===== config.mk =====
export PLATFORM = sky130hd
export DESIGN_NAME = pwst_mul
export DESIGN_NICKNAME = d
export VERILOG_FILES = /design/src/design/pwst_pkg.sv /design/src/design/pwst_mul.sv
export SDC_FILE = /design/constraint.sdc
export NUM_CORES = 2
export LEC_CHECK = 0
export ABC_CLOCK_PERIOD_IN_PS = 13400
export BUFFER_PORTS_ARGS = -buffer_cell sky130_fd_sc_hd__buf_2
export CAP_MARGIN = 10
export CORE_MARGIN = 2
export CORE_UTILIZATION = 45
export CTS_BUF_LIST = sky130_fd_sc_hd__clkbuf_16
export CTS_CLUSTER_SIZE = 14
export DETAILED_ROUTE_END_ITERATION = 10
export SLEW_MARGIN = 20
export SYNTH_ARGS = -nofsm -noshare
export SYNTH_HDL_FRONTEND = slang
export SYNTH_SLANG_ARGS = --single-unit

===== constraint.sdc =====
create_clock -name clk -period 13.4 [get_ports clk]
set_input_delay 0.67 -clock clk [delete_from_list [all_inputs] [get_ports clk]]
set_output_delay 0.67 -clock clk [all_outputs]
set_load 0.05 [all_outputs]

===== src/design/pwst_pkg.sv =====
// ----------------------------------------------------------------------------
// Perturbed wave sum texture package
// Shared constants, types, the quarter-wave sine table and its lookup.
// ----------------------------------------------------------------------------
package pwst_pkg;

  localparam int MAX_WAVES       = 16;
  localparam int SINE_TABLE_BITS = 10;
  localparam int SLOT_W          = $clog2(MAX_WAVES);
  localparam int COUNT_W         = $clog2(MAX_WAVES + 1);
  localparam int QTR_W           = SINE_TABLE_BITS - 2;
  localparam int QUARTER         = 1 << QTR_W;

  localparam longint unsigned SIN_C1 = 64'd1686629713;
  localparam longint unsigned SIN_C3 = 64'd693598668;
  localparam longint unsigned SIN_C5 = 64'd85569306;
  localparam longint unsigned SIN_C7 = 64'd5026995;
  localparam longint unsigned SIN_C9 = 64'd172272;
  localparam int              ATTEN_Q16 = 26214;

  // Configuration register indexes.
  localparam logic CFG_ACTIVE_WAVES = 1'b0;
  localparam logic CFG_SQUASH_SCALE = 1'b1;

  // Item operations.
  localparam logic OP_EVALUATE = 1'b0;
  localparam logic OP_LOAD     = 1'b1;

  typedef logic [16:0]   sine_mag_t;
  typedef sine_mag_t     sine_tab_t [QUARTER];

  typedef struct packed {
    logic signed [32:0] a;
    logic signed [25:0] b;
  } mul_req_t;

  typedef struct packed {
    logic        start;
    logic [48:0] rad;
    logic [24:0] mag;
  } rd_req_t;

  typedef struct packed {
    logic        done;
    logic [17:0] quot;
  } rd_rsp_t;

  // Quarter-wave magnitudes from the odd polynomial, evaluated at elaboration.
  function automatic sine_tab_t build_sine_tab();
    sine_tab_t       tab;
    longint unsigned t;
    longint unsigned t2;
    longint unsigned p;
    longint unsigned s;
    longint unsigned m;
    for (int i = 0; i < QUARTER; i++) begin
      t  = longint'(i) << (32 - SINE_TABLE_BITS);
      t2 = (t * t) >> 30;
      p  = SIN_C9;
      p  = SIN_C7 - ((p * t2) >> 30);
      p  = SIN_C5 - ((p * t2) >> 30);
      p  = SIN_C3 - ((p * t2) >> 30);
      p  = SIN_C1 - ((p * t2) >> 30);
      s  = (p * t) >> 30;
      m  = (s + 64'd8192) >> 14;
      if (m > 64'd65536) m = 64'd65536;
      tab[i] = sine_mag_t'(m);
    end
    return tab;
  endfunction

  localparam sine_tab_t SINE_TAB = build_sine_tab();

  // Sine of the angle idx / 2^SINE_TABLE_BITS of a full turn, Q16.
  function automatic logic signed [17:0] sine_q16(input logic [SINE_TABLE_BITS-1:0] idx);
    logic [1:0]     quad;
    logic [QTR_W:0] f;
    sine_mag_t      mag;
    quad = idx[SINE_TABLE_BITS-1 -: 2];
    f    = {1'b0, idx[QTR_W-1:0]};
    if (quad[0]) f = (QTR_W + 1)'(QUARTER) - f;
    if (f[QTR_W]) mag = 17'd65536;
    else mag = SINE_TAB[f[QTR_W-1:0]];
    return quad[1] ? -$signed({1'b0, mag}) : $signed({1'b0, mag});
  endfunction

endpackage


===== src/design/pwst_mul.sv =====
// ----------------------------------------------------------------------------
// Shared multiplier
// Signed 33 x 26 multiplier with a registered product, reused every cycle.
// ----------------------------------------------------------------------------
module pwst_mul (
  input  logic               clk,
  input  pwst_pkg::mul_req_t req,
  output logic signed [58:0] prod
);

  always_ff @(posedge clk) begin
    prod <= $signed(req.a) * $signed(req.b);
  end

endmodule


; ---- Word-level counts from Yosys, hierarchy flattened
; Cells that the tools add are included.
[word_totals]
latch_bits = 0
in_bits = 60
ram_bits = 0
out_inout_bits = 59
mem_bits_ro = 0
register_bits = 59
n_memories = 0
word_cells = 2
[classes]
shift = 0
multipliers = 1
eq_ne = 0
muxes = 0
order_cmp = 0
n_reduce_logical = 0
addsub = 0
div = 0
bitwise = 0
[ops]
columns = op, count
row1 = $mul A33 B26 Y59, 1

; ---- Longest topological paths before layout
[logic_depth]
depth_word = 1
ltp_mapped = 26
mapped_depth_nobuf = 24

; ---- Worst setup path before layout
; No wires, ideal clock.
[synth_timing]
kind = input -> register
from = input req[58] in the netlist's numbering
to = register prod[52]
n_path_buf = 2
slack_ps = 6294
setup_time_ps = 133
arrival_time_ps = 6973
stages = 24
required_time_ps = 13267
path_cell_list = clkbuf_1 > nand2_1 > inv_1 > fa_1 > fa_1 > inv_1 > fa_1 > inv_1 > fa_1 > fa_1 > fa_1 > inv_1 > fa_1 > inv_1 > ha_1 > buf_6 > a21oi_2 > o21ai_1 > or2_2 > or4_1 > a21o_1 > a21boi_2 > o311ai_1 > xor2_1
[synth_via]
elab_chain_cells = 1
[synth_rtl]
columns = item, line_no
row1 = "start, declared", pwst_mul.sv:7  ; input pwst_pkg::mul_req_t req,
row2 = $mul A33 B26 Y59, pwst_mul.sv:12  ; prod <= $signed(req.a) * $signed(req.b);
row3 = "end signal, assigned", pwst_mul.sv:12
row4 = "end, declared", pwst_mul.sv:8  ; output logic signed [58:0] prod
; No other way between the ends.

; ---- Worst setup path after layout
[layout_timing]
from = input req[25] in the netlist's numbering
to = register prod[57]
; The elaborated chain is that of the path after synthesis.

==> metrics <==
# hold bufs at CTS=0; HPWL Detailed=68000 um; standard-cell row count=96; Yosys warnings=0; number of storage elements in the synthesis netlist=59; diodes inserted=0; unrepaired setup endpoints after global routing=no; Post-synth ARST share=0%; data arrival time of the worst path=7.94 ns; area growth from synthesis to layout=4.85%; CTS max path bufs=2; first-pass GRT wire length=132000 um; top layer reached by signal wires=met5; TritonCTS clock tree=built; Die X-Extent=267 um; Detailed Route Iter0 Violations=1111; met1 wire length=30800 um; number of cells produced by synthesis=3360; type of element capturing the critical path=flip-flop; post-CTS setup buffer count=0; post-cts repair resize count=0; sort of element at the start of the critical path=input pin; maximum number of pins on one net before global-route repair=34; detailed route wirelength on metal3=2820 um; maximum achievable frequency=0.129 GHz; fraction of layout cells with a size suffix above 1=4.71%; Port Buf Inserts=118; syn nets=4458; Final Max Slew Viols=0; wire length on met2=45500 um; class of the tightest hold or removal check=in2reg; total clock buffers created by CTS=9; fill cell count=6749; kind of critical path=in2reg; number of remaining DRC errors=0; final core utilization=47.7%; Slew HR=31.2%; status=finished clean; data required time at the worst endpoint=13.62 ns; count of flip-flops with a built-in enable after synthesis=0; count of final hold-check violations=0; proportion of netlist area held by the largest area contributor=56.3%; sequential share of the synthesized area=3.78%; critical path, cell by cell=buf_2 > clkinv_1 > nor2_1 > fa_1 > fa_1 > fa_1 > fa_1 > fa_1 > fa_1 > inv_1 > fa_1 > inv_1 > ha_1 > nand3_1 > nor4_1 > nand4_1 > a211oi_1 > o21ai_1 > o311ai_0; vertical extent of the die=267 um; count of cell types in the netlist=66; routed length per placed instance=19.2 um; Max stage delay on crit path=0.86 ns; most common cell type on the critical path=sky130_fd_sc_hd__fa_1; Final nets=4445; number of nets with antenna violations after detailed routing=0; vias after detailed routing=21866; Crit Path Max Fanout=26; biggest area consumer among synthesized cells=sky130_fd_sc_hd__fa_1; number of H-tree levels=3; root cell of the clock tree=sky130_fd_sc_hd__clkbuf_16; overall routing resource usage=24.3%; count of maximum capacitance violations=0; post-CTS clock slew at the launch and capture registers of the worst setup and hold paths=0.05 ns; share of the clock period used by the worst path=57.6%; Setup Viol. Count Final=0; number of I/O pins=119; vias in the first global route=23884; final WL=82400 um; count of TritonRoute iterations in the first routing pass=5; mapped cell area=31200 sq um; Slew @ Worst Pin=1.03 ns; main flop type after synthesis=sky130_fd_sc_hd__dfxtp_1; clock period minus final worst setup slack=7.72 ns; crit path max-delay cell type=sky130_fd_sc_hd__clkinv_1; flip-flop count of the largest register, all copies and words added=59; largest reg by FF count=prod; post-synthesis area per instance=9.30 sq um; initial antenna violation count=1; die footprint=71500 sq um; final estimated routing congestion in global placement=0.874; total global routing overflow=0; starting density of the core=45.5%; Area contributors post-synth=sky130_fd_sc_hd__fa_1, sky130_fd_sc_hd__inv_1, sky130_fd_sc_hd__and2_1; post-detailed-route via-to-cell ratio=5.11; CTS sink cnt=59; leading registers by flop count=prod: 59 flops; area of the core=68700 sq um; sum of negative setup slack=0 ns
-- Yosys cell counts, drive strengths merged, types with 14 or more instances --
cell / count
and2: 356
nor3: 14
nand2: 512
nor2: 51
dfxtp: 59
nand2b: 15
fa: 878
ha: 160
a21oi: 51
o21ai: 32
xnor2: 44
a21o: 26
clkbuf: 145
inv: 862
xor2: 19
-- cells in the final DEF (no fill, tap or decap), types with 5 or more instances in the layout --
| cell | n |
|---|---|
| sky130_fd_sc_hd__clkbuf_16 | 9 |
| sky130_fd_sc_hd__nand4_1 | 12 |
| sky130_fd_sc_hd__dfxtp_1 | 59 |
| sky130_fd_sc_hd__buf_2 | 118 |
| sky130_fd_sc_hd__buf_4 | 13 |
| sky130_fd_sc_hd__and4_1 | 8 |
| sky130_fd_sc_hd__a21oi_1 | 49 |
| sky130_fd_sc_hd__o21a_1 | 9 |
| sky130_fd_sc_hd__a21o_1 | 26 |
| sky130_fd_sc_hd__xnor2_1 | 44 |
| sky130_fd_sc_hd__nand2b_1 | 15 |
| sky130_fd_sc_hd__and3_1 | 10 |
| sky130_fd_sc_hd__ha_1 | 160 |
| sky130_fd_sc_hd__a211oi_1 | 9 |
| sky130_fd_sc_hd__nand2_1 | 512 |
| sky130_fd_sc_hd__o21bai_1 | 5 |
| sky130_fd_sc_hd__o21ai_0 | 27 |
| sky130_fd_sc_hd__nor3_1 | 14 |
| sky130_fd_sc_hd__inv_1 | 863 |
| sky130_fd_sc_hd__and2_1 | 356 |
| sky130_fd_sc_hd__nand3_1 | 13 |
| sky130_fd_sc_hd__xor2_1 | 19 |
| sky130_fd_sc_hd__fa_1 | 878 |
| sky130_fd_sc_hd__nor2_1 | 51 |
-- cell type report --
type                    instances  area [sq um]  area share (%)
clock buffers                   9           225           0.688
clock inverters                 7          36.3           0.111
inverters                     863          3240            9.89
multi-input cells            2283         26200            80.0
flip-flops and latches         59          1180            3.61
well taps                     931          1160            3.56
repair buffers                131           688            2.10
-- stage by stage --
step / instances / area (sq um) / setup WS, ns / hold slack, ns
2_1_floorplan: 3360 / 31200 / 6.29 / 0.792
3_3_place_gp: 4267 / 32500 / 5.40 / 1.14
3_5_place_dp: 4267 / 32500 / 5.37 / 1.14
4_1_cts: 4283 / 32700 / 5.69 / 0.918
5_1_grt: 4283 / 32700 / 5.19 / 0.936
6_report: 4283 / 32700 / 5.68 / 0.920
-- cell families (layout without fill, tap and decap cells) --
logic type	after synthesis	count (layout)	share of synthesized area [%]
flops	59	59	3.78
xor+xnor	63	63	1.77
simple gates	1007	1007	15.7
buf+inv	1018	1010	12.3
fa+ha+maj	1038	1038	62.7
mux	1	1	0.0321
compound gates	174	174	3.78
-- path summary, 6_finish.rpt --
path / startpoint / to / slack, ns / cells past startpoint
worst min-delay path: req[0] / prod[0] / 0.92 / 2
worst max-delay path: req[25] / prod[57] / 5.68 / 19
-- layer usage --
metal	global-route usage, %	vias to the layer above
li1	-	9557
met1	28.9	11602
met2	45.7	559
met3	1.87	146
met4	8.70	2
met5	0	-
-- worst max-delay path: cells and delay by family --
kind,cells,cell delay (ns)
adders and majority gates,8,3.83
buffers and inverters,4,1.26
and+or+nand+nor,4,1.17
AOI/OAI and AO/OA,3,0.98
Power is left out: the tool's default activity adds up to more than one toggle a clock period on the data nets, which glitch-free logic cannot reach.
