--- src/design/pwst_pkg.sv ---
// ----------------------------------------------------------------------------
// Perturbed wave sum texture package
// Shared constants, types, the quarter-wave sine table and its lookup.
// ----------------------------------------------------------------------------
package pwst_pkg;

  localparam int MAX_WAVES       = 16;
  localparam int SINE_TABLE_BITS = 10;
  localparam int SLOT_W          = $clog2(MAX_WAVES);
  localparam int COUNT_W         = $clog2(MAX_WAVES + 1);
  localparam int QTR_W           = SINE_TABLE_BITS - 2;
  localparam int QUARTER         = 1 << QTR_W;

  localparam longint unsigned SIN_C1 = 64'd1686629713;
  localparam longint unsigned SIN_C3 = 64'd693598668;
  localparam longint unsigned SIN_C5 = 64'd85569306;
  localparam longint unsigned SIN_C7 = 64'd5026995;
  localparam longint unsigned SIN_C9 = 64'd172272;
  localparam int              ATTEN_Q16 = 26214;

  // Configuration register indexes.
  localparam logic CFG_ACTIVE_WAVES = 1'b0;
  localparam logic CFG_SQUASH_SCALE = 1'b1;

  // Item operations.
  localparam logic OP_EVALUATE = 1'b0;
  localparam logic OP_LOAD     = 1'b1;

  typedef logic [16:0]   sine_mag_t;
  typedef sine_mag_t     sine_tab_t [QUARTER];

  typedef struct packed {
    logic signed [32:0] a;
    logic signed [25:0] b;
  } mul_req_t;

  typedef struct packed {
    logic        start;
    logic [48:0] rad;
    logic [24:0] mag;
  } rd_req_t;

  typedef struct packed {
    logic        done;
    logic [17:0] quot;
  } rd_rsp_t;

  // Quarter-wave magnitudes from the odd polynomial, evaluated at elaboration.
  function automatic sine_tab_t build_sine_tab();
    sine_tab_t       tab;
    longint unsigned t;
    longint unsigned t2;
    longint unsigned p;
    longint unsigned s;
    longint unsigned m;
    for (int i = 0; i < QUARTER; i++) begin
      t  = longint'(i) << (32 - SINE_TABLE_BITS);
      t2 = (t * t) >> 30;
      p  = SIN_C9;
      p  = SIN_C7 - ((p * t2) >> 30);
      p  = SIN_C5 - ((p * t2) >> 30);
      p  = SIN_C3 - ((p * t2) >> 30);
      p  = SIN_C1 - ((p * t2) >> 30);
      s  = (p * t) >> 30;
      m  = (s + 64'd8192) >> 14;
      if (m > 64'd65536) m = 64'd65536;
      tab[i] = sine_mag_t'(m);
    end
    return tab;
  endfunction

  localparam sine_tab_t SINE_TAB = build_sine_tab();

  // Sine of the angle idx / 2^SINE_TABLE_BITS of a full turn, Q16.
  function automatic logic signed [17:0] sine_q16(input logic [SINE_TABLE_BITS-1:0] idx);
    logic [1:0]     quad;
    logic [QTR_W:0] f;
    sine_mag_t      mag;
    quad = idx[SINE_TABLE_BITS-1 -: 2];
    f    = {1'b0, idx[QTR_W-1:0]};
    if (quad[0]) f = (QTR_W + 1)'(QUARTER) - f;
    if (f[QTR_W]) mag = 17'd65536;
    else mag = SINE_TAB[f[QTR_W-1:0]];
    return quad[1] ? -$signed({1'b0, mag}) : $signed({1'b0, mag});
  endfunction

endpackage

--- src/design/pwst_root_div.sv ---
// ----------------------------------------------------------------------------
// Squash root and divide unit
// Floor square root of rad*4096, two bits a cycle, then a rounded
// restoring division of mag*2^22 by that root, one quotient bit a cycle.
// ----------------------------------------------------------------------------
module pwst_root_div (
  input  logic              clk,
  input  logic              rst,
  input  pwst_pkg::rd_req_t req,
  output pwst_pkg::rd_rsp_t rsp
);

  typedef enum logic [3:0] {
    RD_IDLE = 4'b0001,
    RD_ROOT = 4'b0010,
    RD_PREP = 4'b0100,
    RD_DIV  = 4'b1000
  } rd_state_t;

  rd_state_t   state;
  logic [61:0] rad_sh;
  logic [32:0] rem;
  logic [30:0] root;
  logic [4:0]  cnt;
  logic [30:0] rmd;
  logic [17:0] numlo;
  logic [17:0] quot;
  logic [24:0] mag_r;
  logic        done;

  logic [34:0] rem_sh;
  logic [34:0] trial;
  logic [47:0] num;
  logic [31:0] dtry;

  assign rem_sh = {rem, rad_sh[61:60]};
  assign trial  = {2'b00, root, 2'b01};
  assign num    = {1'b0, mag_r, 22'd0} + {18'd0, root[30:1]};
  assign dtry   = {rmd, numlo[17]};

  always_ff @(posedge clk) begin
    if (rst) begin
      state <= RD_IDLE;
      done  <= 1'b0;
    end else begin
      done <= 1'b0;
      unique case (state)
        RD_IDLE: begin
          if (req.start) begin
            rad_sh <= {1'b0, req.rad, 12'd0};
            rem    <= '0;
            root   <= '0;
            cnt    <= 5'd30;
            mag_r  <= req.mag;
            state  <= RD_ROOT;
          end
        end
        RD_ROOT: begin
          if (rem_sh >= trial) begin
            rem  <= 33'(rem_sh - trial);
            root <= {root[29:0], 1'b1};
          end else begin
            rem  <= rem_sh[32:0];
            root <= {root[29:0], 1'b0};
          end
          rad_sh <= {rad_sh[59:0], 2'b00};
          cnt    <= cnt - 5'd1;
          if (cnt == 5'd0) state <= RD_PREP;
        end
        RD_PREP: begin
          // The quotient stays below 2^18, so the top bits already sit below the root.
          rmd   <= {1'b0, num[47:18]};
          numlo <= num[17:0];
          quot  <= '0;
          cnt   <= 5'd17;
          state <= RD_DIV;
        end
        RD_DIV: begin
          if (dtry >= {1'b0, root}) begin
            rmd  <= 31'(dtry - {1'b0, root});
            quot <= {quot[16:0], 1'b1};
          end else begin
            rmd  <= dtry[30:0];
            quot <= {quot[16:0], 1'b0};
          end
          numlo <= {numlo[16:0], 1'b0};
          cnt   <= cnt - 5'd1;
          if (cnt == 5'd0) begin
            done  <= 1'b1;
            state <= RD_IDLE;
          end
        end
        default: state <= RD_IDLE;
      endcase
    end
  end

  assign rsp.done = done;
  assign rsp.quot = quot;

endmodule
--- config.mk ---
export PLATFORM = sky130hd
export DESIGN_NAME = pwst_root_div
export DESIGN_NICKNAME = d
export VERILOG_FILES = /design/src/design/pwst_pkg.sv /design/src/design/pwst_root_div.sv
export SDC_FILE = /design/constraint.sdc
export NUM_CORES = 1
export LEC_CHECK = 0
export BUFFER_PORTS_ARGS = -buffer_cell sky130_fd_sc_hd__buf_2
export CELL_PAD_IN_SITES_DETAIL_PLACEMENT = 1
export CELL_PAD_IN_SITES_GLOBAL_PLACEMENT = 2
export CORE_UTILIZATION = 40
export DETAILED_ROUTE_END_ITERATION = 16
export PLACE_DENSITY_LB_ADDON = 0.3
export SYNTH_ARGS = -nofsm -noshare
export SYNTH_HDL_FRONTEND = slang
export SYNTH_SLANG_ARGS = --single-unit
export TNS_END_PERCENT = 100
--- constraint.sdc ---
create_clock -name clk -period 16.8 [get_ports clk]
set_input_delay 0.84 -clock clk [delete_from_list [all_inputs] [get_ports clk]]
set_output_delay 0.84 -clock clk [all_outputs]
set_load 0.01 [all_outputs]
**Yosys cells after proc, flatten, opt, wreduce, memory -nomap -nowiden**

Index checks and enable logic that the tools add are counted.
W data, S select, Z words.

- Register bits after elaboration: 228
- Bits of input ports: 77

- Order comparisons: 2
- Reduce and logical (&&, ||, !) cells: 11
- Equality and inequality tests: 7
- Add/subtract/negate cells: 4
- Muxes and demuxes: 20
- Bitwise operators: 2

Operators with widths:

| kind | number |
|---|---|
| $pmux W31 S2 | 2 |
| $pmux W62 S2 | 1 |
| $pmux W18 S2 | 2 |
| $mux W33 | 2 |
| $pmux W33 S2 | 1 |
| $mux W31 | 2 |
| $mux W62 | 1 |
| $add A47 B30 Y48 | 1 |
| $ge A35 B33 Y1 | 1 |
| $sub A33 B33 Y33 | 1 |
| $ge A32 B31 Y1 | 1 |
| $sub A31 B31 Y31 | 1 |
| $pmux W4 S4 | 1 |
| $pmux W5 S3 | 1 |
| $mux W4 | 3 |
| $reduce_and A3 Y1 | 4 |
| $ne A2 B2 Y1 const B | 3 |
| $logic_not A5 Y1 | 1 |
| $mux W5 | 1 |
| $sub A5 B1 Y5 const B | 1 |
| $eq A4 B1 Y1 const B | 1 |
| $eq A4 B2 Y1 const B | 1 |
| $eq A4 B3 Y1 const B | 1 |
| $eq A4 B4 Y1 const B | 1 |
| other kinds (6) | 11 |

**Depth between registers and ports, before layout**

Gate-level depths: netlist (run 1).

- Word-level depth: 4
- Gate-level depth with buffers: 14
- Gate-level depth less buffers: 13

**Least setup slack after synthesis (run 1)**

OpenSTA, ideal clock, no wires.

- Path type: input to register
- Start point: input rst
- End point: register cnt[0], enable pin
- Slack: 3.967 ns
- Cell stages on the path: 2
- Library setup time: 0.349 ns
- Path buffers: 0
- Data arrival time: 12.484 ns
- Cells stage by stage: a2111oi_0 -> or2_2

- Longest elaborated chain between the ends: 2

RTL lines:

| item | RTL line | source |
|---|---|---|
| start, declared | pwst_root_div.sv:8 | `input logic rst,` |
| $not A1 Y1 (no line) | - |  |
| $reduce_and A3 Y1 (no line) | - |  |
| end signal, assigned | pwst_root_div.sv:67 | `cnt <= cnt - 5'd1;` |
| end signal, assigned | pwst_root_div.sv:87 | `cnt <= cnt - 5'd1;` |
| end, declared | pwst_root_div.sv:24 | `logic [4:0] cnt;` |

Every way passes these cells.
A chain may end at the register's enable or synchronous reset.

**Final worst setup path (run 1)**

- Start point: register root[0]
- End point: register rmd[0] (data pin)

- Longest elaborated chain between the ends: 3

RTL lines:

| item | RTL line | source |
|---|---|---|
| start, declared | pwst_root_div.sv:23 | `logic [30:0] root;` |
| start signal, assigned | pwst_root_div.sv:61 | `root <= {root[29:0], 1'b1};` |
| start signal, assigned | pwst_root_div.sv:64 | `root <= {root[29:0], 1'b0};` |
| $sub A31 B31 Y31 or $ge A32 B31 Y1 (tied branches) | pwst_root_div.sv:80, pwst_root_div.sv:79 |  |
| $mux W31 * | pwst_root_div.sv:79 | `if (dtry >= {1'b0, root}) begin` |
| $pmux W31 S2 * | pwst_root_div.sv:47 | `unique case (state)` |
| end signal, assigned | pwst_root_div.sv:72 | `rmd <= {1'b0, num[47:18]};` |
| end signal, assigned | pwst_root_div.sv:80 | `rmd <= 31'(dtry - {1'b0, root});` |
| end signal, assigned | pwst_root_div.sv:83 | `rmd <= dtry[30:0];` |
| end, declared | pwst_root_div.sv:25 | `logic [30:0] rmd;` |

Every way passes the cells marked *; elsewhere a longest branch is shown, timed or not.

==> results_dict.tcl, run 1 <==
set metrics [dict create \
    outcome "finished clean" \
    layout-drive-gt1-share_pct 11.52 \
    post_cts_resized 0 \
    power.share.switching_pct 27.17 \
    synthFlopType "edfxtp_1" \
    detailroute.via_count 9950 \
    crit_type "reg -> reg" \
    core_region_area_um2 31720 \
    crit_required_ps 17090 \
    pwr_density_cell_nw_per_um2 100.7 \
    initial_utilization_pct 40.77 \
    dieWidth_um 181.8 \
    htree_num_levels 1 \
    timing.setup.tns_ps 0 \
    critical_path_peak_fanout 25 \
    antennaDiodeCount 0 \
    ys_seq_area_share_pct 49.78 \
    first_global_vias 10231 \
    yosysWarnings 0 \
    drt-total-wl_mm 33.45 \
    cell_type_contributing_the_most_total_cell_area_after_synthesis "edfxtp_1" \
    post_drt_via_cell_ratio 5.476 \
    grt_start_max_net_pins 96 \
    synthMostInstantiatedCell "nand2_1" \
    cts_buffers 26 \
    fillers 3570 \
    cts_max_path_buffers 3 \
    clk_pin_slew_worst_paths_ps 60 \
    slew-limit-headroom_pct 18.73 \
    reg2reg_slack_ps 12670 \
    rsz0062_at_grt "false" \
    number_of_max_capacitance_violations_reported 0 \
    worst-r2r-cell-count 11 \
    postCtsSetupRepairBufs 0 \
    finalMaxSlewViolations 0 \
    asyncSetResetFlopFracSynth_pct 0 \
    grt_antenna_before_repair 0 \
    cts_tree "done" \
    finalCritPeriodShare_pct 24.59 \
    route.detailed.wl_per_inst_um 18.41 \
    ys_types 70 \
    ys_ff_latch 216 \
    reg2reg_from "root[0]$_SDFFCE_PN0P_" \
    finalWeightedCongestion 0.8366 \
    power_leakage_uw 0.005985 \
    area_contributors_post_synth "edfxtp_1 49%, ha_1 7.2%, nand2_1 6.6%" \
    cp-end-kind "register" \
    syn_area_per_cell_um2 9.870 \
    power.net_switching_uw 401.8 \
    crit_path_start_kind "register" \
    worst_max_slew_pin_slew_ps 1218 \
    hpwl_mm 23.59 \
    fin_worst_skew_ps 11.50 \
    num_io_pins 96 \
    postCtsHoldBufs 0 \
    timing.rr.end "rmd[0]$_DFFE_PP_" \
    synth_cells 1310 \
    start_point_of_the_critical_path "root[0]$_SDFFCE_PN0P_" \
    post-layout-total-power_uw 1479 \
    cp.arrival_ps 4420 \
    clock-sinks 216 \
    post_synth_instance_area_um2 12930 \
    dr.pass1.iters 4 \
    timing.fmax_mhz 242.0 \
    power.sequential.fraction_pct 43.2 \
    die_y_um 181.8 \
    row_count 65 \
    synthToLayoutAreaGrowth_pct 13.61 \
    grt-ovfl-total 0 \
    final_hold_viol_count 0 \
    power.internal_uw 1077 \
    min_path_type "in -> reg" \
    p_clk_share_pct 39.3 \
    initialDrtViolationCount 520 \
    synth.top_cells.by_count "229 x nand2_1, 211 x edfxtp_1, 138 x nor2_1" \
    p_comb_share_pct 17.4 \
    synth-edff-count 211 \
    cts_root_buffer "clkbuf_16" \
    netlist.area_leader.share_pct 49.00 \
    global_route_wire_length_before_repair_mm 54.81 \
    vdd_drop_max_v 0.00007659 \
    utilization_pct 46.31 \
    numPortBuffers 95 \
    finalSetupViolCount 0 \
    detail_route.drc_violations 0 \
    min_period_ps 4131 \
    final-instance-count-excl-fill 1817 \
    track_usage_pct 20.63 \
    floorplan.die_area_um2 33050 \
    synth.net_count 1463 \
    timing.critical_path.to "rmd[0]$_DFFE_PP_" \
    clk_latency_ps 540 \
    placed_cells 1769 \
    antenna_violating_nets_remaining 0 \
    nNetsFinal 1548 \
]
## cell families after synthesis
group / synth area share [%]
XOR/XNOR: 4.674
AND/OR/NAND/NOR: 18.35
flip-flops: 49.78
buffers and inverters: 3.193
AO/OA/AOI/OAI: 14.13
multiplexers: 2.410
adder cells (fa/ha/maj): 7.471
## per-stage QoR
stage,worst slack [ps],instance area [um^2],hold slack [ps]
5_1_grt,12410,14690,457.8
3_5_place_dp,12720,13820,494.2
6_report,12670,14690,479.1
4_1_cts,12680,14690,453.3
2_1_floorplan,3967,12930,483.6
3_3_place_gp,12920,13820,488.1
## worst max-delay path, stage by stage, from the launching register on
cell       delay (ps)
edfxtp_1          410
ha_1              250
fa_1              420
nor2b_1           140
o21a_1            140
o21ai_1           150
a2111oi_2         430
nor2_1            200
a21oi_2           300
or2_1             950
a21oi_1           180
mux2_2            300
## sequential cells by signal (all words and copies together) (netlist names)
signal,cells
rmd,31
state,4
mag_r,25
quot,18
root,31
numlo,18
rad_sh,50
done,1
cnt,5
rem,33
## layout make-up
cell class	instances	area (um^2)	area share [%]
multi-input combinational	991	6123	41.69
sequential	216	6436	43.82
clock buffer	29	683.2	4.651
tap	402	503.0	3.424
clock inverter	19	190.2	1.295
timing repair buffer	104	543.0	3.697
inverter	56	210.2	1.431
## power by group through the flow
| stage | logic [uW] | registers (uW) | clock network, uW |
|---|---|---|---|
| after floorplan | 187 | 651 | 0 |
| after global placement | 252 | 649 | 0 |
| after detailed placement | 257 | 651 | 0 |
| after CTS | 259 | 640 | 593 |
| after global routing | 288 | 643 | 611 |
| final | 258 | 639 | 582 |
## per-layer routing
layer | up-vias | GRT usage, % | wire length (um)
met4 | 0 | 4.508 | 647
met5 | - | 0 | 0
met1 | 4901 | 29.42 | 16340
met3 | 39 | 2.327 | 1034
met2 | 133 | 33.69 | 15430
li1 | 4877 | - | -
## how the worst min path moves through the flow
stage | start | to | slack, ps | cells past startpoint
2_1_floorplan | rad_sh[12]$_SDFFCE_PP0P_ | rad_sh[14]$_DFFE_PP_ | 480 | 2
3_3_place_gp | rad_sh[52]$_DFFE_PP_ | rad_sh[54]$_DFFE_PP_ | 490 | 2
3_5_place_dp | rad_sh[24]$_DFFE_PP_ | rad_sh[26]$_DFFE_PP_ | 490 | 2
4_1_cts | req[9] | mag_r[9]$_DFFE_PP_ | 450 | 1
5_1_grt | req[4] | mag_r[4]$_DFFE_PP_ | 460 | 1
6_report | req[1] | mag_r[1]$_DFFE_PP_ | 480 | 1
## placed cells by master (no fill, tap or decap), types with 6 or more instances in the layout
master,count
a31oi_1,26
xor2_1,24
o21ai_0,58
mux2i_1,30
or3_1,8
o211ai_1,6
a21oi_1,74
buf_4,9
o21bai_1,13
or2_2,8
o31ai_1,8
ha_1,74
nor4_1,6
nor3_1,17
nand4_1,12
o21a_1,13
nor2_1,137
and3_1,13
and2_1,25
nand3_1,28
xnor2_1,45
nor2b_1,10
nand2b_1,17
buf_2,95
edfxtp_1,211
inv_1,56
clkinv_1,10
a21boi_0,6
nand2_1,229
clkbuf_16,27
a211oi_1,7
a21o_1,33
Note: power is estimated with default switching activity, not from simulation.
==> run 2: changes to the inputs <==
--- a/config.mk
+++ b/config.mk
@@ -8,7 +8,7 @@
 export BUFFER_PORTS_ARGS = -buffer_cell sky130_fd_sc_hd__buf_2
 export CELL_PAD_IN_SITES_DETAIL_PLACEMENT = 1
 export CELL_PAD_IN_SITES_GLOBAL_PLACEMENT = 2
-export CORE_UTILIZATION = 40
+export CORE_UTILIZATION = 36
 export DETAILED_ROUTE_END_ITERATION = 16
 export PLACE_DENSITY_LB_ADDON = 0.3
 export SYNTH_ARGS = -nofsm -noshare
==> constraint.sdc (replaced) <==
create_clock -name clk -period 3.8 [get_ports clk]
set_input_delay 0.19 -clock clk [delete_from_list [all_inputs] [get_ports clk]]
set_output_delay 0.19 -clock clk [all_outputs]
set_load 0.01 [all_outputs]
==> results_dict.tcl, run 2 (same netlist as run 1, synthesis figures left out) <==
set metrics [dict create \
    clk_pin_slew_worst_paths_ps 60 \
    initialDrtViolationCount 578 \
    groute.layer.met2.usage_pct 32.12 \
    finalCritPeriodShare_pct 94.34 \
    finalWeightedCongestion 0.8265 \
    hpwl_mm 24.73 \
    clock-sinks 216 \
    dr.pass1.iters 5 \
    timing.fmax_mhz 278.9 \
    clk_latency_ps 540 \
    number_of_max_capacitance_violations_reported 0 \
    reg2reg_from "root[22]$_SDFFCE_PN0P_" \
    cts_tree "done" \
    dpl_worst_slack_ps 141.7 \
    final-instance-count-excl-fill 1966 \
    antennaDiodeCount 0 \
    worst_max_slew_pin_slew_ps 1040 \
    grt_start_max_net_pins 109 \
    finalSetupViolCount 0 \
    drt-total-wl_mm 35.47 \
    detail_route.drc_violations 0 \
    global_route_wire_length_before_repair_mm 56.75 \
    vdd_drop_max_v 0.0003358 \
    min_period_ps 3585 \
    min_path_type "in -> reg" \
    crit_family "compound AO/OA/AOI/OAI gates" \
    initial_utilization_pct 36.44 \
    crit_required_ps 4070 \
    layout-drive-gt1-share_pct 11.96 \
    reg_top3 "rad_sh x50, rem x33" \
    utilization_pct 44.30 \
    pwr_density_cell_nw_per_um2 422.1 \
    post-layout-total-power_uw 6636 \
    floorplan.die_area_um2 36680 \
    cts_max_path_buffers 3 \
    placed_cells 1843 \
    cp-end-kind "register" \
    start_point_of_the_critical_path "root[22]$_SDFFCE_PN0P_" \
    critical-path-max-stage-delay_ps 450 \
    die_y_um 191.5 \
    detailroute.via_count 10243 \
    reg2reg_slack_ps 220 \
    slew-limit-headroom_pct 30.51 \
    holdPathEnd "state[1]$_SDFFE_PP0P_" \
    path_buf_inv 3 \
    row_count 69 \
    timing.rr.end "rem[26]$_SDFFCE_PN0P_" \
    numPortBuffers 95 \
    antenna_violating_nets_remaining 0 \
    final_common_cell "nand2_1" \
    critical_path_peak_fanout 22 \
    mostFrequentLayoutCells "229 x nand2_1, 211 x edfxtp_1, 137 x nor2_1" \
    power_leakage_uw 0.006387 \
    critical-path-slowest-cell "a311oi_1" \
    outcome "finished clean" \
    cts_buffers 26 \
    grt_busiest_layer "met2" \
    path_cells "inv_1 -> ha_1 -> and2_1 -> a21o_1 -> a221oi_2 -> nand4_1 -> a311oi_1 -> buf_4 -> o21ai_4 -> buf_4 -> nand2_1 -> o22ai_1" \
    worstHoldStart "req[74]" \
    final_hold_viol_count 0 \
    largest_register_ffs 50 \
    route.detailed.wl_per_inst_um 18.04 \
    nNetsFinal 1638 \
    crit_type "reg -> reg" \
    htree_num_levels 1 \
    postCtsSetupRepairBufs 0 \
    path_common_cell "buf_4" \
    cp.arrival_ps 3850 \
    core_region_area_um2 35480 \
    synthToLayoutAreaGrowth_pct 21.58 \
    cts_root_buffer "clkbuf_16" \
    track_usage_pct 19.60 \
    postLayoutSetupSlackWorst_ps 215.1 \
    dieWidth_um 191.5 \
    worst-r2r-cell-count 12 \
    post_drt_via_cell_ratio 5.210 \
    grt_util_met3_pct 2.478 \
    grt.met1_usage_pct 27.12 \
    rsz0062_at_grt "false" \
    top_register "rad_sh" \
    first_global_vias 10623 \
    timing.setup.tns_ps 0 \
    crit_path_start_kind "register" \
    finalMaxSlewViolations 0 \
    fin_worst_skew_ps 15.87 \
    grt_antenna_before_repair 0 \
    grt-ovfl-total 0 \
    worst_hold_path.num_cells 3 \
    num_io_pins 96 \
]
-- run 2: cell types whose count changed in the layout (fill, tap and decap cells not counted), sizes merged, moves of 2 or more --
cell	before	now
clkbuf	29	36
clkinvlp	0	2
clkinv	14	7
dlygate4sd3	0	75
buf	104	119
-- run 2: worst register-to-register path, delay by kind of cell, from the launching register on --
kind / cells / cell delay (ps)
AO/OA/AOI/OAI: 5 / 1230
adder cells (fa/ha/maj): 1 / 320
AND/OR/NAND/NOR: 3 / 770
flip-flops: 1 / 390
buffers and inverters: 3 / 600
-- run 2: power breakdown --
group	switching, uW	total, uW	internal, uW
Sequential	61.3	2830	2770
Clock	1020	2570	1550
Combinational	725	1230	510
Total	1810	6640	4830
-- run 2: what timing repair did --
| item | 4_1_cts | 5_1_grt |
|---|---|---|
| hold buffers | 75 | 0 |
| endpoints found under the setup margin | 0 | 25 |
| hold endpoints to repair | 77 | 0 |
| gates resized for setup | 0 | 1 |
-- run 2: how the worst max path moves through the flow --
stage / end / cells after the start
final: rem[26]$_SDFFCE_PN0P_ / 12
after global routing: rmd[8]$_DFFE_PP_ / 12
after CTS: rem[26]$_SDFFCE_PN0P_ / 12
after detailed placement: rem[26]$_SDFFCE_PN0P_ / 12
after global placement: rem[30]$_SDFFCE_PN0P_ / 11
after floorplan: cnt[0]$_DFFE_PP_ / 3
-- run 2: cell type report --
| class | instances | area [um^2] |
|---|---|---|
| inverters | 56 | 210.2 |
| flip-flops and latches | 216 | 6436 |
| multi-input cells | 991 | 6142 |
| clock buffers | 36 | 739.5 |
| fillers | 3983 | 19760 |
| well taps | 461 | 576.8 |
| clock inverters | 12 | 133.9 |
| repair buffers | 194 | 1481 |
-- run 2: per-layer routing --
layer,up-vias,wire length [um]
li1,5069,-
met1,4997,17080
met2,128,16550
met3,49,1030
met4,0,814
met5,-,0
-- run 2: metrics by stage --
| stage | hold WS, ps | area (um^2) |
|---|---|---|
| after floorplan | 267.1 | 12960 |
| after global placement | 366.8 | 14090 |
| after detailed placement | 368.3 | 14090 |
| after CTS | 25.29 | 15710 |
| after global routing | 43.70 | 15720 |
| final | 47.07 | 15720 |
==> run 3: changes to the inputs <==
--- a/config.mk
+++ b/config.mk
@@ -10,6 +10,7 @@
 export CELL_PAD_IN_SITES_GLOBAL_PLACEMENT = 2
 export CORE_UTILIZATION = 36
 export DETAILED_ROUTE_END_ITERATION = 16
+export MAX_ROUTING_LAYER = met4
 export PLACE_DENSITY_LB_ADDON = 0.3
 export SYNTH_ARGS = -nofsm -noshare
 export SYNTH_HDL_FRONTEND = slang
==> results_dict.tcl, run 3 (same netlist as run 1, synthesis figures left out) <==
set metrics [dict create \
    outcome "finished clean" \
    core_region_area_um2 35480 \
    antenna_violating_nets_remaining 0 \
    initialDrtViolationCount 614 \
    route.detailed.wl_per_inst_um 18.01 \
    critical_path_peak_fanout 22 \
    post_drt_via_cell_ratio 5.228 \
    number_of_max_capacitance_violations_reported 0 \
    final_common_cell "nand2_1" \
    reg2reg_from "root[22]$_SDFFCE_PN0P_" \
    hpwl_mm 24.73 \
    cts_tree "done" \
    worst_hold_path.num_cells 3 \
    track_usage_pct 20.19 \
    post_dp_cell_area_um2 14090 \
    critical-path-slowest-cell "a311oi_1" \
    utilization_pct 44.30 \
    mostFrequentLayoutCells "229 x nand2_1, 211 x edfxtp_1, 137 x nor2_1" \
    layout-drive-gt1-share_pct 11.96 \
    detail_route.drc_violations 0 \
    critical_path_depth 12 \
    finalCritPeriodShare_pct 93.88 \
    num_io_pins 96 \
    fin_worst_skew_ps 15.49 \
    global_route_wire_length_before_repair_mm 56.69 \
    critical-path-max-stage-delay_ps 450 \
    initial_utilization_pct 36.44 \
    drt-total-wl_mm 35.41 \
    path_cells "inv_1 -> ha_1 -> and2_1 -> a21o_1 -> a221oi_2 -> nand4_1 -> a311oi_1 -> buf_4 -> o21ai_4 -> buf_4 -> nand2_1 -> o22ai_1" \
    finalMaxSlewViolations 0 \
    timing.fmax_mhz 280.3 \
    cts_buffers 26 \
    top_register "rad_sh" \
    detailroute.via_count 10279 \
    timing.critical_path.to "rem[26]$_SDFFCE_PN0P_" \
    min_period_ps 3568 \
    seqCellArea_um2 6436 \
    rsz0062_at_grt "false" \
    htree_num_levels 1 \
    grt_start_max_net_pins 109 \
    crit_path_start_kind "register" \
    start_point_of_the_critical_path "root[22]$_SDFFCE_PN0P_" \
    reg_top3 "rad_sh x50, rem x33" \
    synthToLayoutAreaGrowth_pct 21.58 \
    multi_input_comb_area_um2 6142 \
    slew-limit-headroom_pct 33.93 \
    worstHoldStart "req[74]" \
    finalSetupViolCount 0 \
    row_count 69 \
    dieWidth_um 191.5 \
    timing.rr.end "rem[26]$_SDFFCE_PN0P_" \
    floorplan.die_area_um2 36680 \
    clock-sinks 216 \
    largest_register_ffs 50 \
    cts_max_path_buffers 3 \
    whs_ps 42.56 \
    fillers 3983 \
    worst_max_slew_pin_slew_ps 988.5 \
    path_common_cell "buf_4" \
    clk_pin_slew_worst_paths_ps 60 \
    finalWeightedCongestion 0.8391 \
    reg2reg_slack_ps 230 \
    grt-ovfl-total 0 \
    cts_root_buffer "clkbuf_16" \
    min_path_type "in -> reg" \
    clk_latency_ps 540 \
    crit_family "compound AO/OA/AOI/OAI gates" \
    crit_required_ps 4070 \
    antennaDiodeCount 0 \
    final_hold_viol_count 0 \
    crit_type "reg -> reg" \
    cp.arrival_ps 3830 \
    cp-end-kind "register" \
    vdd_drop_max_v 0.0003370 \
    power_leakage_uw 0.006387 \
    dr.pass1.iters 5 \
    numPortBuffers 95 \
    nNetsFinal 1638 \
    post-layout-total-power_uw 6637 \
    worst-r2r-cell-count 12 \
    grt_antenna_before_repair 0 \
    postCtsSetupRepairBufs 0 \
    pwr_density_cell_nw_per_um2 422.2 \
    fin_area_um2 15720 \
    die_y_um 191.5 \
    timing.setup.tns_ps 0 \
    path_buf_inv 3 \
    first_global_vias 10617 \
]
-- run 3: cell counts in the layout (fill, tap and decap cells not counted) --
No cell type changed its count.
-- run 3: through the flow --
step	setup slack, ps	cells
floorplan	107.2	1310
global placement	106.8	1843
detailed placement	141.7	1843
CTS	112.9	1966
global route	75.24	1966
finish	232.4	1966
-- run 3: per-layer routing --
layer,global-route usage [%],wire length (um),part of all wire [%],up-vias
li1,-,-,-,5069
met1,27.06,16910,48,5011
met2,32.26,16510,47,145
met3,2.387,1164,3.3,54
met4,5.342,822,2.3,0
met5,-,0,0,-
-- run 3: how the worst min path moves through the flow --
stage / to / slack (ps)
5_1_grt: state[1]$_SDFFE_PP0P_ / 40
6_report: state[1]$_SDFFE_PP0P_ / 40
3_3_place_gp: mag_r[16]$_DFFE_PP_ / 370
3_5_place_dp: mag_r[16]$_DFFE_PP_ / 370
4_1_cts: state[1]$_SDFFE_PP0P_ / 30
2_1_floorplan: state[3]$_SDFFE_PP0P_ / 270
-- run 3: layout make-up --
class,count,area share [%]
timing repair buffer,194,9.424
multi-input combinational,991,39.07
clock buffer,36,4.704
sequential,216,40.94
clock inverter,12,0.8516
inverter,56,1.337
tap,461,3.669
-- run 3: what timing repair did --
action                                  CTS  global route
hold endpoints to repair                 77             0
endpoints found under the setup margin    0            26
resized for setup                         0             1
hold buffers                             75             0
-- run 3: worst reg2reg max path: cells and delay by family, from the launching register on --
kind	cells	cell delay [ps]
flip-flops	1	390
AND/OR/NAND/NOR	3	760
adder cells (fa/ha/maj)	1	320
AO/OA/AOI/OAI	5	1220
buffers and inverters	3	590
-- run 3: power by group --
group | leakage [uW] | internal (uW) | switching, uW
registers | 0.00200 | 2770 | 61.1
logic | 0.00397 | 510 | 727
clock network | 0.000420 | 1550 | 1020
total | 0.00639 | 4830 | 1810
